$ cat src/rtl/core/cnhr_ram.sv
// Single-port-write, single-port-read synchronous RAM with registered read data.
module cnhr_ram #(
    parameter int DATA_W = 8,
    parameter int DEPTH  = 16,
    parameter int ADDR_W = $clog2(DEPTH)
) (
    input  logic              i_clk,
    input  logic              i_we,
    input  logic [ADDR_W-1:0] i_waddr,
    input  logic [DATA_W-1:0] i_wdata,
    input  logic              i_re,
    input  logic [ADDR_W-1:0] i_raddr,
    output logic [DATA_W-1:0] o_rdata
);

    logic [DATA_W-1:0] r_mem [DEPTH];
    logic [DATA_W-1:0] r_rdata;

    always_ff @(posedge i_clk) begin
        if (i_we) begin
            r_mem[i_waddr] <= i_wdata;
        end
    end

    always_ff @(posedge i_clk) begin
        if (i_re) begin
            r_rdata <= r_mem[i_raddr];
        end
    end

    assign o_rdata = r_rdata;

endmodule

$ cat config.mk
export PLATFORM = sky130hd
export DESIGN_NAME = cnhr_ram
export DESIGN_NICKNAME = d
export VERILOG_FILES = /design/src/rtl/core/cnhr_ram.sv
export SDC_FILE = /design/constraint.sdc
export NUM_CORES = 1
export LEC_CHECK = 0
export BUFFER_PORTS_ARGS = -buffer_cell sky130_fd_sc_hd__buf_2
export CORE_UTILIZATION = 55
export CTS_CLUSTER_DIAMETER = 200
export DETAILED_ROUTE_END_ITERATION = 10
export HOLD_SLACK_MARGIN = 0.1
export PLACE_DENSITY = 0.73
export SYNTH_ARGS = -nofsm -noshare
export SYNTH_HDL_FRONTEND = slang
export SYNTH_SLANG_ARGS = --single-unit
$ cat constraint.sdc
create_clock -name i_clk -period 2 [get_ports i_clk]
set_input_delay 0.3 -clock i_clk [delete_from_list [all_inputs] [get_ports i_clk]]
set_output_delay 0.3 -clock i_clk [all_outputs]
set_load 0.005 [all_outputs]
==> results of run 1 <==
==> cell type report <==
cell class / instances / area (um^2) / share of cell area [%]
clock buffers: 17 / 414 / 6.66
well taps: 129 / 161 / 2.60
repair buffers: 48 / 333 / 5.36
flip-flops and latches: 136 / 4080 / 65.7
multi-input cells: 83 / 1060 / 17.0
clock inverters: 15 / 165 / 2.66
==> routing by layer <==
layer	vias up	global-route usage, %	share of wire, %
li1	1099	-	-
met2	100	34.8	52
met5	-	0	0
met4	0	9.28	1.6
met3	13	4.36	5.7
met1	1256	30.9	41
==> cell families (layout without fill, tap and decap cells) <==
logic type	Yosys count	after routing
AND/OR/NAND/NOR	35	35
multiplexers	32	32
flip-flops	136	136
buffers and inverters	10	80
AO/OA/AOI/OAI	16	16
==> critical path, delay by kind of cell (launching register included) <==
family	cells	cell delay (ns)
AO/OA/AOI/OAI	1	0.28
AND/OR/NAND/NOR	1	0.10
multiplexers	1	0.46
flip-flops	1	0.39
==> through the flow <==
stage          area, um^2  setup slack [ns]  util (%)  hold slack, ns  power [mW]
2_1_floorplan        5230             0.207         -           0.399        3.45
3_3_place_gp         5640             0.146      61.0           0.689        3.58
3_5_place_dp         5640             0.114      61.0           0.693        3.59
4_1_cts              6210             0.485      67.3           0.146        6.58
5_1_grt              6210             0.477      67.3           0.157        6.70
6_report             6210             0.518      67.3           0.160        6.54
==> report_power, final <==
part / internal (mW) / switching, mW / total, mW
Combinational: 0.132 / 0.161 / 0.292
Clock: 1.80 / 1.22 / 3.02
Sequential: 3.21 / 0.0201 / 3.23
Total: 5.14 / 1.40 / 6.54
==> state kept, by name (all words and copies together) (netlist names) <==
register,flops
r_mem,128
o_rdata,8
==> synthesized netlist by cell type, drive strengths merged <==
library cell and count:
nand2 9, nor2b 1, and2b 1, nor2 13, nand3 1, nor3 4
or3b 1, nand2b 2, a22oi 16, clkdlybuf4s25 3, buf 7, edfxtp 136
and2 1, nand3b 2, mux4 32
==> final timing paths <==
| check | from | end | slack (ns) |
|---|---|---|---|
| worst min-delay path | i_wdata[5] | r_mem[1][5]$_DFFE_PP_ | 0.16 |
| worst max-delay path | r_mem[8][0]$_DFFE_PP_ | o_rdata[0]$_DFFE_PP_ | 0.52 |
| worst max register to register | r_mem[8][0]$_DFFE_PP_ | o_rdata[0]$_DFFE_PP_ | 0.52 |
| worst min register to register | r_mem[7][0]$_DFFE_PP_ | o_rdata[0]$_DFFE_PP_ | 0.75 |
==> summary.txt, run 1 <==
Synth
  – Seq/Total Area, Yosys: 78.1%
  – Mux contribution to synthesized area: 14.8%
  – Yosys Warn Count: 0
  – Mapped Nets: 248
  – Post-synthesis compound-gate area fraction: 2.30%
  – Synth top area share: 78.1%
  – Syn_area_per_cell: 22.8 um^2
  – Library cells used by synthesis: 18
  – Top post-synthesis cells by area: edfxtp_1, mux4_2, mux4_1
  – Synth Instances: 229
  – Post-Synth Adder-Cell Area: 0%
  – Synth area leader: edfxtp_1
  – Xor and xnor area share after synthesis: 0%
  – Mapped Area: 5230 um^2
  – Largest family of logic cells by synthesized area: multiplexers
  – Simple-Gate Fraction of Synth Area: 3.14%
  – Synthesized flop and latch total: 136

STA
  – Min Tclk post-route: 1.48 ns
  – Final Slew Violations: 0
  – Worst-Margin Slew: 0.420 ns
  – Max_slew headroom: 72.0%
  – Setup TNS Final: 0 ns
  – Skew final: 0.00731 ns
  – Achievable clock frequency: 675 MHz
  – Final cycle utilization of the critical path: 74.1%
  – RSZ-0062 raised after global routing: no
  – Endpoints failing setup: 0
  – Final hold violations: 0

Die
  – Die W: 99.5 um
  – Die height: 99.5 um
  – Initial core utilization: 56.6%
  – Total die area: 9900 um^2
  – Core Box Area: 9240 um^2
  – Rows: 35
  – I/O pin cnt: 27

Global routing
  – GRT Total Usage: 22.1%
  – Vias in the first global route: 2479
  – GRT overflow: 0
  – Initial antenna violation count: 0
  – Pin count of the biggest net entering global routing: 33
  – First-pass GRT wire length: 14900 um

Route
  – Iteration count of the initial detailed-routing pass: 4
  – DRC viols: 0
  – Routed WL: 9670 um
  – Vias: 2468
  – DR vias/cell: 5.77
  – Iter 0 DRT Violations: 268
  – Final ANT Viol Nets: 0
  – DR WL/cell: 22.6 um

Power
  – P_leak: 2.11 nW
  – Power density over cell area: 1050 nW/um^2
  – Worst VDD drop: 0.584 mV

Critical path
  – Critical Path End Type: flip-flop
  – R2R cell count: 3
  – Startpoint Class: flip-flop
  – CP max FO: 1
  – Data arrival, critical path: 1.74 ns
  – Crit-path max cell delay: 0.46 ns
  – Critical Path Slowest Stage Cell: mux4_2
  – Crit Path Category: flip-flop to flip-flop
  – Crit-path cells: mux4_2, a22oi_1, nand2_1
  – CP Data Required Time: 2.26 ns

Finish
  – Finished Layout Cells: 428
  – Layout cell share with drive strength beyond 1: 32.4%
  – Layout area overhead: 18.9%
  – Most frequent cells in the layout: edfxtp_1, buf_2, buf_4
  – Commonest non-fill, non-tap cell in the layout: edfxtp_1
  – Antenna diode count: 0
  – Filler cells: 571
  – # nets final: 305

Clock tree
  – Postcts setup bufs: 0
  – TritonCTS Sinks: 136
  – CTS clk-pin slew, worst paths: 0.06 ns
  – CTS Root Cell: clkbuf_8
  – Hold_buf cts: 0
  – CTS buffer count: 17
  – CTS resizes: 0
  – H-tree depth: 4
  – Clock latency on the worst-skew pair: 0.52 ns
  – CTS tree: yes
  – CTS Buffer Depth: 2

Hold path
  – Min-Delay Path Class: input port to flip-flop
  – Cell depth of the worst min-delay path: 1

Outcome
  – Status: completed

Job
  – # Max-Cap Violations: 0

Placed design
  – DP Wirelength: 6080 um
  – Placed cell count: 396
  – Routability Congestion: 0.740
  – I/O Buffers: 26
Note: power is estimated with default switching activity, not from simulation.
==> run 2: changes to the inputs <==
==> constraint.sdc (replaced) <==
create_clock -name i_clk -period 1.5 [get_ports i_clk]
set_input_delay 0.225 -clock i_clk [delete_from_list [all_inputs] [get_ports i_clk]]
set_output_delay 0.225 -clock i_clk [all_outputs]
set_load 0.005 [all_outputs]
==> summary.txt, run 2 (synthesis results as in run 1) <==
Route
  – Met2 routed WL: 5200 um (was 4990 um)
  – Vias: 2596 (was 2468)
  – DRC viols: 0 (unchanged)
  – DR top layer: met4 (unchanged)
  – DR WL/cell: 23.4 um (was 22.6 um)
  – Iter 0 DRT Violations: 197 (was 268)
  – Met1 WL: 4440 um (was 3960 um)
  – Routed WL: 10400 um (was 9670 um)
  – Iteration count of the initial detailed-routing pass: 4 (unchanged)
  – Met3 wire len: 691 um (was 555 um)
  – DR vias/cell: 5.85 (was 5.77)
  – Final ANT Viol Nets: 0 (unchanged)

Critical path
  – CP max FO: 1 (unchanged)
  – Crit Path Category: flip-flop to flip-flop (unchanged)
  – Top Family by Delay on Critical Path: multiplexers (unchanged)
  – Critical Path End Type: flip-flop (unchanged)
  – Crit-path max cell delay: 0.53 ns (was 0.46 ns)
  – Startpoint Class: flip-flop (unchanged)
  – Critical Path Slowest Stage Cell: mux4_1 (was mux4_2)
  – Buffers & Inverters on Critical Path: 0 (unchanged)
  – Data arrival, critical path: 1.74 ns (about the same)
  – CP Data Required Time: 1.76 ns (was 2.26 ns)
  – Crit-path cells: mux4_1, a22oi_2, nand2_1 (was mux4_2, a22oi_1, nand2_1)

Global routing
  – Vias in the first global route: 2715 (was 2479)
  – GRT Total Usage: 23.5% (was 22.1%)
  – GRT overflow: 0 (unchanged)
  – First-pass GRT wire length: 15700 um (was 14900 um)
  – Pin count of the biggest net entering global routing: 23 (was 33)
  – Initial antenna violation count: 0 (unchanged)

STA
  – Min Hold Slack: 0.116 ns (was 0.160 ns)
  – Achievable clock frequency: 678 MHz (was 675 MHz)
  – Min Tclk post-route: 1.48 ns (about the same)
  – RSZ-0062 raised after global routing: no (unchanged)
  – Worst-Margin Slew: 0.957 ns (was 0.420 ns)
  – Max_slew headroom: 36.0% (was 72.0%)
  – Final hold violations: 0 (unchanged)
  – Skew final: 0.00698 ns (was 0.00731 ns)
  – Endpoints failing setup: 0 (unchanged)
  – Final Slew Violations: 0 (unchanged)
  – Setup WS post-layout: 0.0240 ns (was 0.518 ns)
  – Final cycle utilization of the critical path: 98.4% (was 74.1%)

Finish
  – Post-layout util: 69.7% (was 67.3%)
  – Antenna diode count: 0 (unchanged)
  – Layout cell share with drive strength beyond 1: 35.9% (was 32.4%)
  – Commonest non-fill, non-tap cell in the layout: edfxtp_1 (unchanged)
  – Layout area overhead: 23.1% (was 18.9%)
  – Final Cell Area: 6440 um^2 (was 6210 um^2)
  – Max reg flops: 128 (unchanged)
  – Largest Register: r_mem (unchanged)
  – # nets final: 323 (was 305)
  – Most frequent cells in the layout: edfxtp_1, buf_4, buf_2 (was edfxtp_1, buf_2, buf_4)

Die
  – Total die area: 9900 um^2 (unchanged)
  – I/O pin cnt: 27 (unchanged)
  – Initial core utilization: 56.6% (unchanged)
  – Rows: 35 (unchanged)
  – Die height: 99.5 um (unchanged)
  – Core Box Area: 9240 um^2 (unchanged)
  – Die W: 99.5 um (unchanged)

Outcome
  – Status: completed (unchanged)

Power
  – P_leak: 2.22 nW (was 2.11 nW)
  – Power density over cell area: 1400 nW/um^2 (was 1050 nW/um^2)
  – Worst VDD drop: 0.798 mV (was 0.584 mV)
  – Total Power: 8.99 mW (was 6.54 mW)

Clock tree
  – Clock latency on the worst-skew pair: 0.51 ns (was 0.52 ns)
  – CTS buffer count: 17 (unchanged)
  – TritonCTS Sinks: 136 (unchanged)
  – CTS clk-pin slew, worst paths: 0.06 ns (about the same)
  – CTS Buffer Depth: 2 (unchanged)
  – Postcts setup bufs: 0 (unchanged)
  – H-tree depth: 4 (unchanged)
  – CTS tree: yes (unchanged)
  – CTS Root Cell: clkbuf_8 (unchanged)

Placed design
  – DP Wirelength: 6480 um (was 6080 um)
  – Routability Congestion: 0.800 (was 0.740)
  – Cell Area, Placed: 5730 um^2 (was 5640 um^2)
  – DP Worst Slack: -0.328 ns (was 0.114 ns)
  – I/O Buffers: 26 (unchanged)

Job
  – # Max-Cap Violations: 0 (unchanged)

Hold path
  – Min-Delay Path Class: input port to flip-flop (unchanged)
==> run 2: cell types whose count changed in the layout (fill, tap and decap cells not counted), moves of 2 or more <==
cell           change
buf_4              +9
dlygate4sd3_1      +8
a22oi_1            -7
a22oi_2            +7
inv_6              -5
bufinv_16          +3
clkinv_2           +3
clkbuf_1           +2
clkinvlp_4         -2
inv_8              -2
mux4_1             -2
mux4_2             +2
==> run 2: metal layers <==
layer | global-route usage, % | vias to the layer above
met3 | 5.69 | 8
met4 | 9.16 | 0
met1 | 32.3 | 1346
met2 | 37.0 | 111
li1 | - | 1131
met5 | 0 | -
==> run 2: layout make-up <==
cell class / count / area (um^2)
Clock inverter: 11 / 180
Clock buffer: 19 / 422
Sequential cell: 136 / 4080
Fill cell: 562 / 2800
Timing Repair Buffer: 66 / 500
Tap cell: 129 / 161
Multi-Input combinational cell: 83 / 1090
==> run 2: metrics by stage <==
stage               TNS [ns]  cells
floorplan           -0.00289    229
detailed placement     -1.99    406
finish                     0    444
global placement       -1.92    406
CTS                        0    444
global route               0    444
==> run 2: final timing paths <==
kind                                        startpoint                     end  slack, ns  cells after the start
worst max-delay path             r_mem[9][1]$_DFFE_PP_    o_rdata[1]$_DFFE_PP_       0.02                      3
worst max register to register   r_mem[9][1]$_DFFE_PP_    o_rdata[1]$_DFFE_PP_       0.02                      3
worst min-delay path                        i_wdata[1]  r_mem[12][1]$_DFFE_PP_       0.12                      1
worst min register to register  r_mem[11][3]$_DFFE_PP_    o_rdata[3]$_DFFE_PP_       0.76                      3
==> run 2: power by group <==
part,switching (mW),total (mW),internal [mW]
combinational,0.239,0.445,0.206
clock,1.42,4.24,2.82
sequential,0.0249,4.31,4.28
total,1.68,8.99,7.31
==> run 2: timing repair <==
item	CTS	global route
hold buffers	8	0
endpoints found under the hold margin	98	0
setup endpoints to repair	4	5
resized for setup	4	5
pin swaps	0	2
