## config.mk

```make
export PLATFORM = sky130hd
export DESIGN_NAME = cnhr_out_fifo
export DESIGN_NICKNAME = d
export VERILOG_FILES = /design/src/rtl/core/cnhr_pkg.sv /design/src/rtl/core/cnhr_out_fifo.sv
export SDC_FILE = /design/constraint.sdc
export NUM_CORES = 1
export LEC_CHECK = 0
export ABC_AREA = 1
export BUFFER_PORTS_ARGS = -buffer_cell sky130_fd_sc_hd__buf_2
export CORE_MARGIN = 4
export CORE_UTILIZATION = 31
export DETAILED_ROUTE_END_ITERATION = 10
export REMOVE_ABC_BUFFERS = 1
export SETUP_SLACK_MARGIN = 0.3
export SLEW_MARGIN = 10
export SYNTH_ARGS = -nofsm -noshare
export SYNTH_HDL_FRONTEND = slang
export SYNTH_SLANG_ARGS = --single-unit
```

## constraint.sdc

```tcl
create_clock -name i_clk -period 1.8 [get_ports i_clk]
set_input_delay 0 -clock i_clk [delete_from_list [all_inputs] [get_ports i_clk]]
set_output_delay 0 -clock i_clk [all_outputs]
set_load 0.005 [all_outputs]
```

## src/rtl/core/cnhr_pkg.sv

```systemverilog
// Shared constants, codes and types for the CR/LF normalizing history ring.
package cnhr_pkg;

    localparam int HISTORY_DEPTH = 128 * 1024;
    localparam int ADDR_W        = $clog2(HISTORY_DEPTH);
    localparam int FILL_W        = ADDR_W + 1;
    localparam int OFFSET_W      = 17;
    localparam int CMP_W         = (OFFSET_W > FILL_W) ? OFFSET_W : FILL_W;
    localparam int BYTE_W        = 8;
    localparam int MODE_W        = 2;
    localparam int S_TDATA_W     = 32;
    localparam int M_TDATA_W     = 32;
    localparam int FIFO_DEPTH    = 4;
    localparam int FIFO_PTR_W    = $clog2(FIFO_DEPTH);
    localparam int FIFO_CNT_W    = FIFO_PTR_W + 1;

    localparam logic [BYTE_W-1:0] CHAR_CR = 8'h0D;
    localparam logic [BYTE_W-1:0] CHAR_LF = 8'h0A;

    typedef enum logic [MODE_W-1:0] {
        MODE_PUT   = 2'd0,
        MODE_CLEAR = 2'd1,
        MODE_READ  = 2'd2
    } t_mode;

    typedef struct packed {
        logic [BYTE_W-1:0] out_byte;
        logic              last;
        logic              chunk_end;
        logic              read_valid;
        logic [FILL_W-1:0] fill_level;
        logic              wrapped;
    } t_result;

    typedef struct packed {
        logic    valid;
        t_result res;
    } t_stage;

endpackage

```

## src/rtl/core/cnhr_out_fifo.sv

```systemverilog
// Small result queue that decouples the ring pipeline from the output stream.
module cnhr_out_fifo (
    input  logic                              i_clk,
    input  logic                              i_rst_n,
    input  logic                              i_push,
    input  cnhr_pkg::t_result                 i_data,
    input  logic                              i_pop,
    output logic                              o_valid,
    output cnhr_pkg::t_result                 o_data,
    output logic [cnhr_pkg::FIFO_CNT_W-1:0]   o_count
);
    import cnhr_pkg::*;

    t_result               r_mem [FIFO_DEPTH];
    logic [FIFO_PTR_W-1:0] r_wr_ptr;
    logic [FIFO_PTR_W-1:0] r_rd_ptr;
    logic [FIFO_CNT_W-1:0] r_count;
    logic                  pop_fire;

    assign o_valid  = (r_count != '0);
    assign pop_fire = i_pop && o_valid;
    assign o_data   = r_mem[r_rd_ptr];
    assign o_count  = r_count;

    always_ff @(posedge i_clk) begin
        if (i_push) begin
            r_mem[r_wr_ptr] <= i_data;
        end
    end

    always_ff @(posedge i_clk) begin
        if (!i_rst_n) begin
            r_wr_ptr <= '0;
            r_rd_ptr <= '0;
            r_count  <= '0;
        end else begin
            if (i_push) begin
                r_wr_ptr <= r_wr_ptr + 1'b1;
            end
            if (pop_fire) begin
                r_rd_ptr <= r_rd_ptr + 1'b1;
            end
            case ({i_push, pop_fire})
                2'b10:   r_count <= r_count + 1'b1;
                2'b01:   r_count <= r_count - 1'b1;
                default: r_count <= r_count;
            endcase
        end
    end

endmodule

```

==> flow_summary_export.csv, run 1 <==
group,metric,value,unit
clock_network,clockRootBuffer,"clkbuf_16",
yosys,synth_top_area_share,72.62,%
place,dpl_cell_area,0.005523,mm2
pwr,p_leak,2.556,nW
worst_hold_path,holdCritPathClass,"primary input to flip-flop",
yosys,synth_common_cells,"120 x edfxtp_1, 66 x nor2_1, 34 x o21ai_0, 30 x o21ai_1, 30 x o22ai_1",
place,numPortBuffers,67,
critical_path,worstPathMaxFanout,11,
routing,drc,0,
timing,fmax,633.6,MHz
place,place_congestion,0.7210,
pwr,clock_power_share,33.4,%
routing,drtIter0Drc,191,
yosys,async_reset_ff_share,0,%
pwr,share_comb_of_total_power,24.9,%
timing,drv_slew,0,
timing,clock_skew,4.117,ps
clock_network,cts_tree,"done",
yosys,synth.cell_area,0.004962,mm2
grt,antenna_found_initial,0,
routing,route.vias.total,3280,
yosys,synth_area_leaders,"edfxtp_1 73%, nor2_1 5.0%, o22ai_1 3.8%, dfxtp_1 3.6%, o21ai_0 3.4%",
grt,grt_pass1_wl,17.24,mm
final_layout,drive_gt1_share,31.70,%
floorplanning,core,0.01543,mm2
floorplanning,die_y,134.5,um
yosys,avgSynthCellArea,13.94,um2
routing,avgViaCountPerCell,4.543,
timing,worst_slew_pin_slew,307.0,ps
worst_hold_path,hp-start,"i_data[16]",
yosys,synth_most_common_cell,"edfxtp_1",
routing,drt_pass1_iterations,4,
pwr,p_switching,0.002243,W
floorplanning,die-width,134.5,um
routing,drtAntennaViolNets,0,
clock_network,clk_pin_slew_worst_paths,50,ps
pwr,vdd_drop_max,0.6613,mV
yosys,ys_seq_area_share,76.25,%
yosys,synth.yosys.warnings,0,
final_layout,fill_cells,1412,
yosys,ys.flop_type,"edfxtp_1",
grt,track_usage,12.67,%
critical_path,arrival,1580,ps
yosys,ys_ff_latch,129,
pwr,switching_share,26.45,%
yosys,syn_inst,356,
pwr,p_total,0.008482,W
critical_path,rr_worst_depth,12,
grt,overflow,0,
clock_network,h-tree-depth,4,
floorplanning,start_util,32.17,%
critical_path,critPathKind,"flip-flop to output pin",
critical_path,cp-start-kind,"flip-flop",
final_layout,syn2layout_area_growth,39.86,%
pwr,seq_power_share,41.7,%
yosys,synth_top_area_cell,"edfxtp_1",
clock_network,clock_path_buffers,2,
critical_path,crit_required,1800,ps
floorplanning,rows,45,
timing,rsz0062_at_grt,"true",
run,maxCapViolCount,0,
grt,grt_pass1_vias,3295,
status,status,"completed",
clock_network,numCtsBuffers,17,
yosys,synth_edf_count,120,
timing,slew_headroom,79.31,%
grt,grt_max_degree,61,
worst_hold_path,whs_endpoint,"r_mem[3][16]",
timing,whs,340.8,ps
final_layout,utilization,44.99,%
pwr,p_int,0.006239,W
routing,wl,11.71,mm
critical_path,r2r_slack,220,ps
timing,fin_crit,1578,ps
worst_hold_path,hold_depth,2,
yosys,synth_cell_type_count,16,
final_layout,postLayoutCellArea,0.006940,mm2
floorplanning,die-area,0.01810,mm2
routing,post_drt_wl_per_cell,16.22,um
timing,finalHoldViolations,0,
critical_path,r2r_start,"o_count[0]",
place,hpwl,5.988,mm
clock_network,insertion_delay,410,ps
pwr,cellPowerDensity,1222,mW/mm2
final_layout,finalNetCount,538,
clock_network,cts_sinks,129,
final_layout,antennaDiodeCount,0,
critical_path,cp-end-kind,"output pin",
floorplanning,io_pins,68,
timing,period_share,87.69,%
timing,fin_setup_tns,0,ps
timing,setup_viol,0,
## cell type report
type	instances	area, um2	area share [%]
clock inverter	10	45.04	0.6490
timing repair buffer	142	1266	18.24
multi-input combinational	189	1042	15.02
clock buffer	22	444.2	6.400
sequential	129	3791	54.62
tap	211	264.0	3.804
inverter	19	87.58	1.262
## sequential cells by signal, summed over array words and instances (netlist names), named ones only
name	cells
r_wr_ptr	2
r_rd_ptr	2
r_mem	120
o_count	3
## critical path: stages (launching register included)
cell and delay [ps]:
dfxtp_4 430, buf_6 180, clkbuf_16 170, o21ai_0 90, o22ai_1 160, buf_2 140
## how the worst max path moves through the flow
| stage | from | end | slack (ps) | cells after the start |
|---|---|---|---|---|
| 5_1_grt | flip-flop | o_data[18] | 160 | 6 |
| 3_3_place_gp | o_count[1] | o_count[2] | 140 | 13 |
| 3_5_place_dp | o_count[1] | o_count[2] | 20 | 13 |
| 2_1_floorplan | flip-flop | o_data[0] | 40 | 3 |
| 4_1_cts | o_count[1] | o_count[2] | 200 | 13 |
| 6_report | flip-flop | o_data[16] | 220 | 5 |
## power groups by stage
stage          Clock, W  Sequential (W)  Combinational, W
6_report        0.00283         0.00354           0.00211
5_1_grt         0.00304         0.00355           0.00231
4_1_cts         0.00289         0.00353           0.00168
3_5_place_dp          0         0.00357           0.00130
3_3_place_gp          0         0.00356           0.00127
2_1_floorplan         0         0.00363          0.000613
## cells in the final DEF (no fill, tap or decap), types with 2 or more instances in the layout
master         instances
edfxtp_1             120
buf_2                 67
nor2_1                61
dlygate4sd3_1         35
o21ai_1               33
o21ai_0               29
o22ai_1               24
clkbuf_16             22
buf_6                 16
inv_1                 10
nand2_1               10
buf_12                 9
buf_4                  9
clkinv_1               8
o22ai_2                6
clkinv_2               6
nand2_2                5
dfxtp_1                5
clkbuf_1               5
inv_2                  4
ha_1                   4
nor2_2                 3
a21oi_1                3
dfxtp_2                3
o21ai_2                2
nor2_4                 2
nand3_1                2
a21oi_2                2
## cell families (layout without fill, tap and decap cells)
kind of cell    Yosys count  in the layout  synth area share [%]
simple gates             84             84                 6.430
buf+inv                  38            193                 4.917
fa+ha+maj                 6              6                 1.664
flops                   129            129                 76.25
compound gates           99             99                 10.74
## per-layer routing
layer	track usage (%)	share of wire, %
met1	14.31	43
met2	21.93	51
met3	4.545	4.8
met4	5.034	1.6
met5	0	0
## timing repair
| action | 4_1_cts | 5_1_grt |
|---|---|---|
| hold buffers | 35 | 1 |
| pin swaps | 9 | 17 |
| hold endpoints to repair | 129 | 6 |
| setup endpoints to repair | 32 | 36 |
| gates resized for setup | 26 | 44 |
| buffers inserted | 18 | 6 |
| cloned | 1 | 5 |
## metrics by stage
| stage | setup slack [ps] | cells |
|---|---|---|
| global route | 157.2 | 722 |
| detailed placement | 17.96 | 625 |
| CTS | 196.3 | 711 |
| floorplan | 40.34 | 337 |
| finish | 221.6 | 722 |
| global placement | 144.8 | 625 |
No activity file was read; power rests on OpenSTA's default activity.
==> run 2: changes to the inputs <==
PLACE_DENSITY = 0.57   (was not set)
==> run 2 against run 1 <==
  * Sequential share of layout area down 2.3 points
  * Combinational power grew 4%
  * Flip-flop and latch count stayed put
  * Die area did not move
  * Final cell count fell by 1.2%
  * Global-route usage grew 0.80 points
  * Power grew 9.8%
  * Largest cell class unchanged
==> flow_summary_export.csv, run 2 (synthesis results as in run 1) <==
group,metric,value,unit
place,hpwl,6.434,mm
pwr,p_total,0.009311,W
timing,whs,44.42,ps
floorplanning,die_y,134.5,um
timing,slew_headroom,78.19,%
routing,wl,12.05,mm
critical_path,cp-end-kind,"output pin",
timing,period_share,85.00,%
place,place_congestion,0.7132,
grt,overflow,0,
final_layout,syn2layout_area_growth,45.94,%
pwr,switching_share,26.77,%
floorplanning,core,0.01543,mm2
place,dp_worst_setup_slack,32.45,ps
timing,fin_crit,1530,ps
grt,grt_max_degree,31,
final_layout,largest_register_ffs,120,
final_layout,final_common_cell,"edfxtp_1",
grt,grt_pass1_wl,18.28,mm
critical_path,slowest_stage,"dfxtp_4",
routing,drc,0,
clock_network,clockRootBuffer,"clkbuf_16",
timing,finalHoldViolations,0,
critical_path,critPathKind,"flip-flop to output pin",
critical_path,cp-start-kind,"flip-flop",
pwr,p_int,0.006818,W
timing,setup_viol,0,
critical_path,crit_family,"buffers and inverters",
run,maxCapViolCount,0,
floorplanning,io_pins,68,
critical_path,crit_required,1800,ps
pwr,vdd_drop_max,0.7239,mV
final_layout,finalNetCount,529,
place,dp_cells,630,
critical_path,path_cells,"buf_12 > buf_8 > buf_16 > o21ai_2 > o22ai_1 > buf_2",
place,numPortBuffers,67,
clock_network,insertion_delay,410,ps
timing,clock_skew,5.686,ps
final_layout,multi_input_area,0.001282,mm2
timing,fin_setup_tns,0,ps
timing,rsz0062_at_grt,"true",
grt,grt_pass1_vias,3338,
critical_path,worstPathMaxFanout,6,
worst_hold_path,holdCritPathClass,"primary input to flip-flop",
pwr,clock_power_share,38.4,%
floorplanning,die-area,0.01810,mm2
routing,drt_pass1_iterations,4,
routing,avgViaCountPerCell,4.634,
grt,track_usage,13.48,%
routing,post_drt_wl_per_cell,16.90,um
critical_path,crit_buf_inv,4,
clock_network,clk_pin_slew_worst_paths,50,ps
timing,worst_slew_pin_slew,326.7,ps
final_layout,fill_cells,1405,
status,status,"completed",
pwr,share_comb_of_total_power,23.6,%
final_layout,top_register,"r_mem",
clock_network,cts_sinks,129,
clock_network,cts_tree,"done",
clock_network,h-tree-depth,4,
clock_network,clock_path_buffers,2,
final_layout,finalNonFillerCells,713,
final_layout,final_cell_mix,"120 x edfxtp_1, 67 x buf_2, 45 x nor2_1",
pwr,p_leak,2.638,nW
final_layout,drive_gt1_share,41.04,%
final_layout,seq_area,0.003792,mm2
timing,drv_slew,0,
floorplanning,start_util,32.17,%
critical_path,arrival,1530,ps
final_layout,antennaDiodeCount,0,
critical_path,crit_path_max_incr_delay,410,ps
floorplanning,rows,45,
clock_network,numCtsBuffers,17,
pwr,p_switching,0.002493,W
pwr,seq_power_share,38.0,%
routing,drtIter0Drc,190,
floorplanning,die-width,134.5,um
timing,fin_ws,270.1,ps
routing,drtAntennaViolNets,0,
timing,fmax,653.6,MHz
grt,antenna_found_initial,0,
pwr,cellPowerDensity,1286,mW/mm2
routing,route.vias.total,3304,
-- run 2: cell count changes in the layout (fill, tap and decap cells not counted), sizes merged --
cell,previous run,this run
clkinvlp,0,4
bufinv,0,4
clkinv,14,6
inv,15,23
dlygate4sd3,35,32
buf,102,97
clkbuf,27,18
-- run 2: repair_timing --
| action | CTS | global route |
|---|---|---|
| gates resized for setup | 74 | 68 |
| pin swaps | 27 | 23 |
| hold buffers | 32 | 0 |
| buffers inserted | 11 | 0 |
| gates cloned | 6 | 2 |
| hold endpoints to repair | 129 | 0 |
| setup endpoints to repair | 32 | 32 |
-- run 2: final cells by class --
cell class                 instances  area share [%]
sequential                       129           52.37
clock inverter                    14           2.592
inverter                          19           1.209
clock buffer                      18           6.064
tap                              211           3.645
timing repair inverter             4           1.002
multi-input combinational        189           17.71
timing repair buffer             129           15.41
-- run 2: final timing paths --
| kind | start | to | slack [ps] | cells past startpoint |
|---|---|---|---|---|
| max | flip-flop | o_data[10] | 270 | 6 |
| min | i_push | r_wr_ptr[0] | 40 | 3 |
| min reg2reg | r_rd_ptr[1] | flip-flop | 510 | 2 |
| max reg2reg | o_count[0] | o_count[2] | 280 | 13 |
-- run 2: through the flow --
step	utilization [%]	cell area, um2
floorplan	-	4797
global placement	35.96	5548
detailed placement	35.96	5548
CTS	45.10	6958
global route	46.94	7242
finish	46.94	7242
-- run 2: worst min-delay path, cell delays in order --
cell     delay [ps]
buf_2           150
inv_1           130
a21oi_1         140
-- run 2: metal layers --
metal | global-route usage (%) | up-vias | wire (um)
met5 | 0 | - | 0
met4 | 3.903 | 0 | 121
met3 | 4.694 | 10 | 544
met2 | 22.18 | 79 | 6014
met1 | 16.91 | 1627 | 5372
li1 | - | 1588 | -
-- run 2: power by group through the flow --
stage / Clock [W] / Combinational [W] / Sequential, W
after floorplan: 0 / 0.000613 / 0.00363
after global placement: 0 / 0.00128 / 0.00357
after detailed placement: 0 / 0.00131 / 0.00358
after CTS: 0.00364 / 0.00198 / 0.00353
after global routing: 0.00380 / 0.00239 / 0.00355
final: 0.00357 / 0.00220 / 0.00354
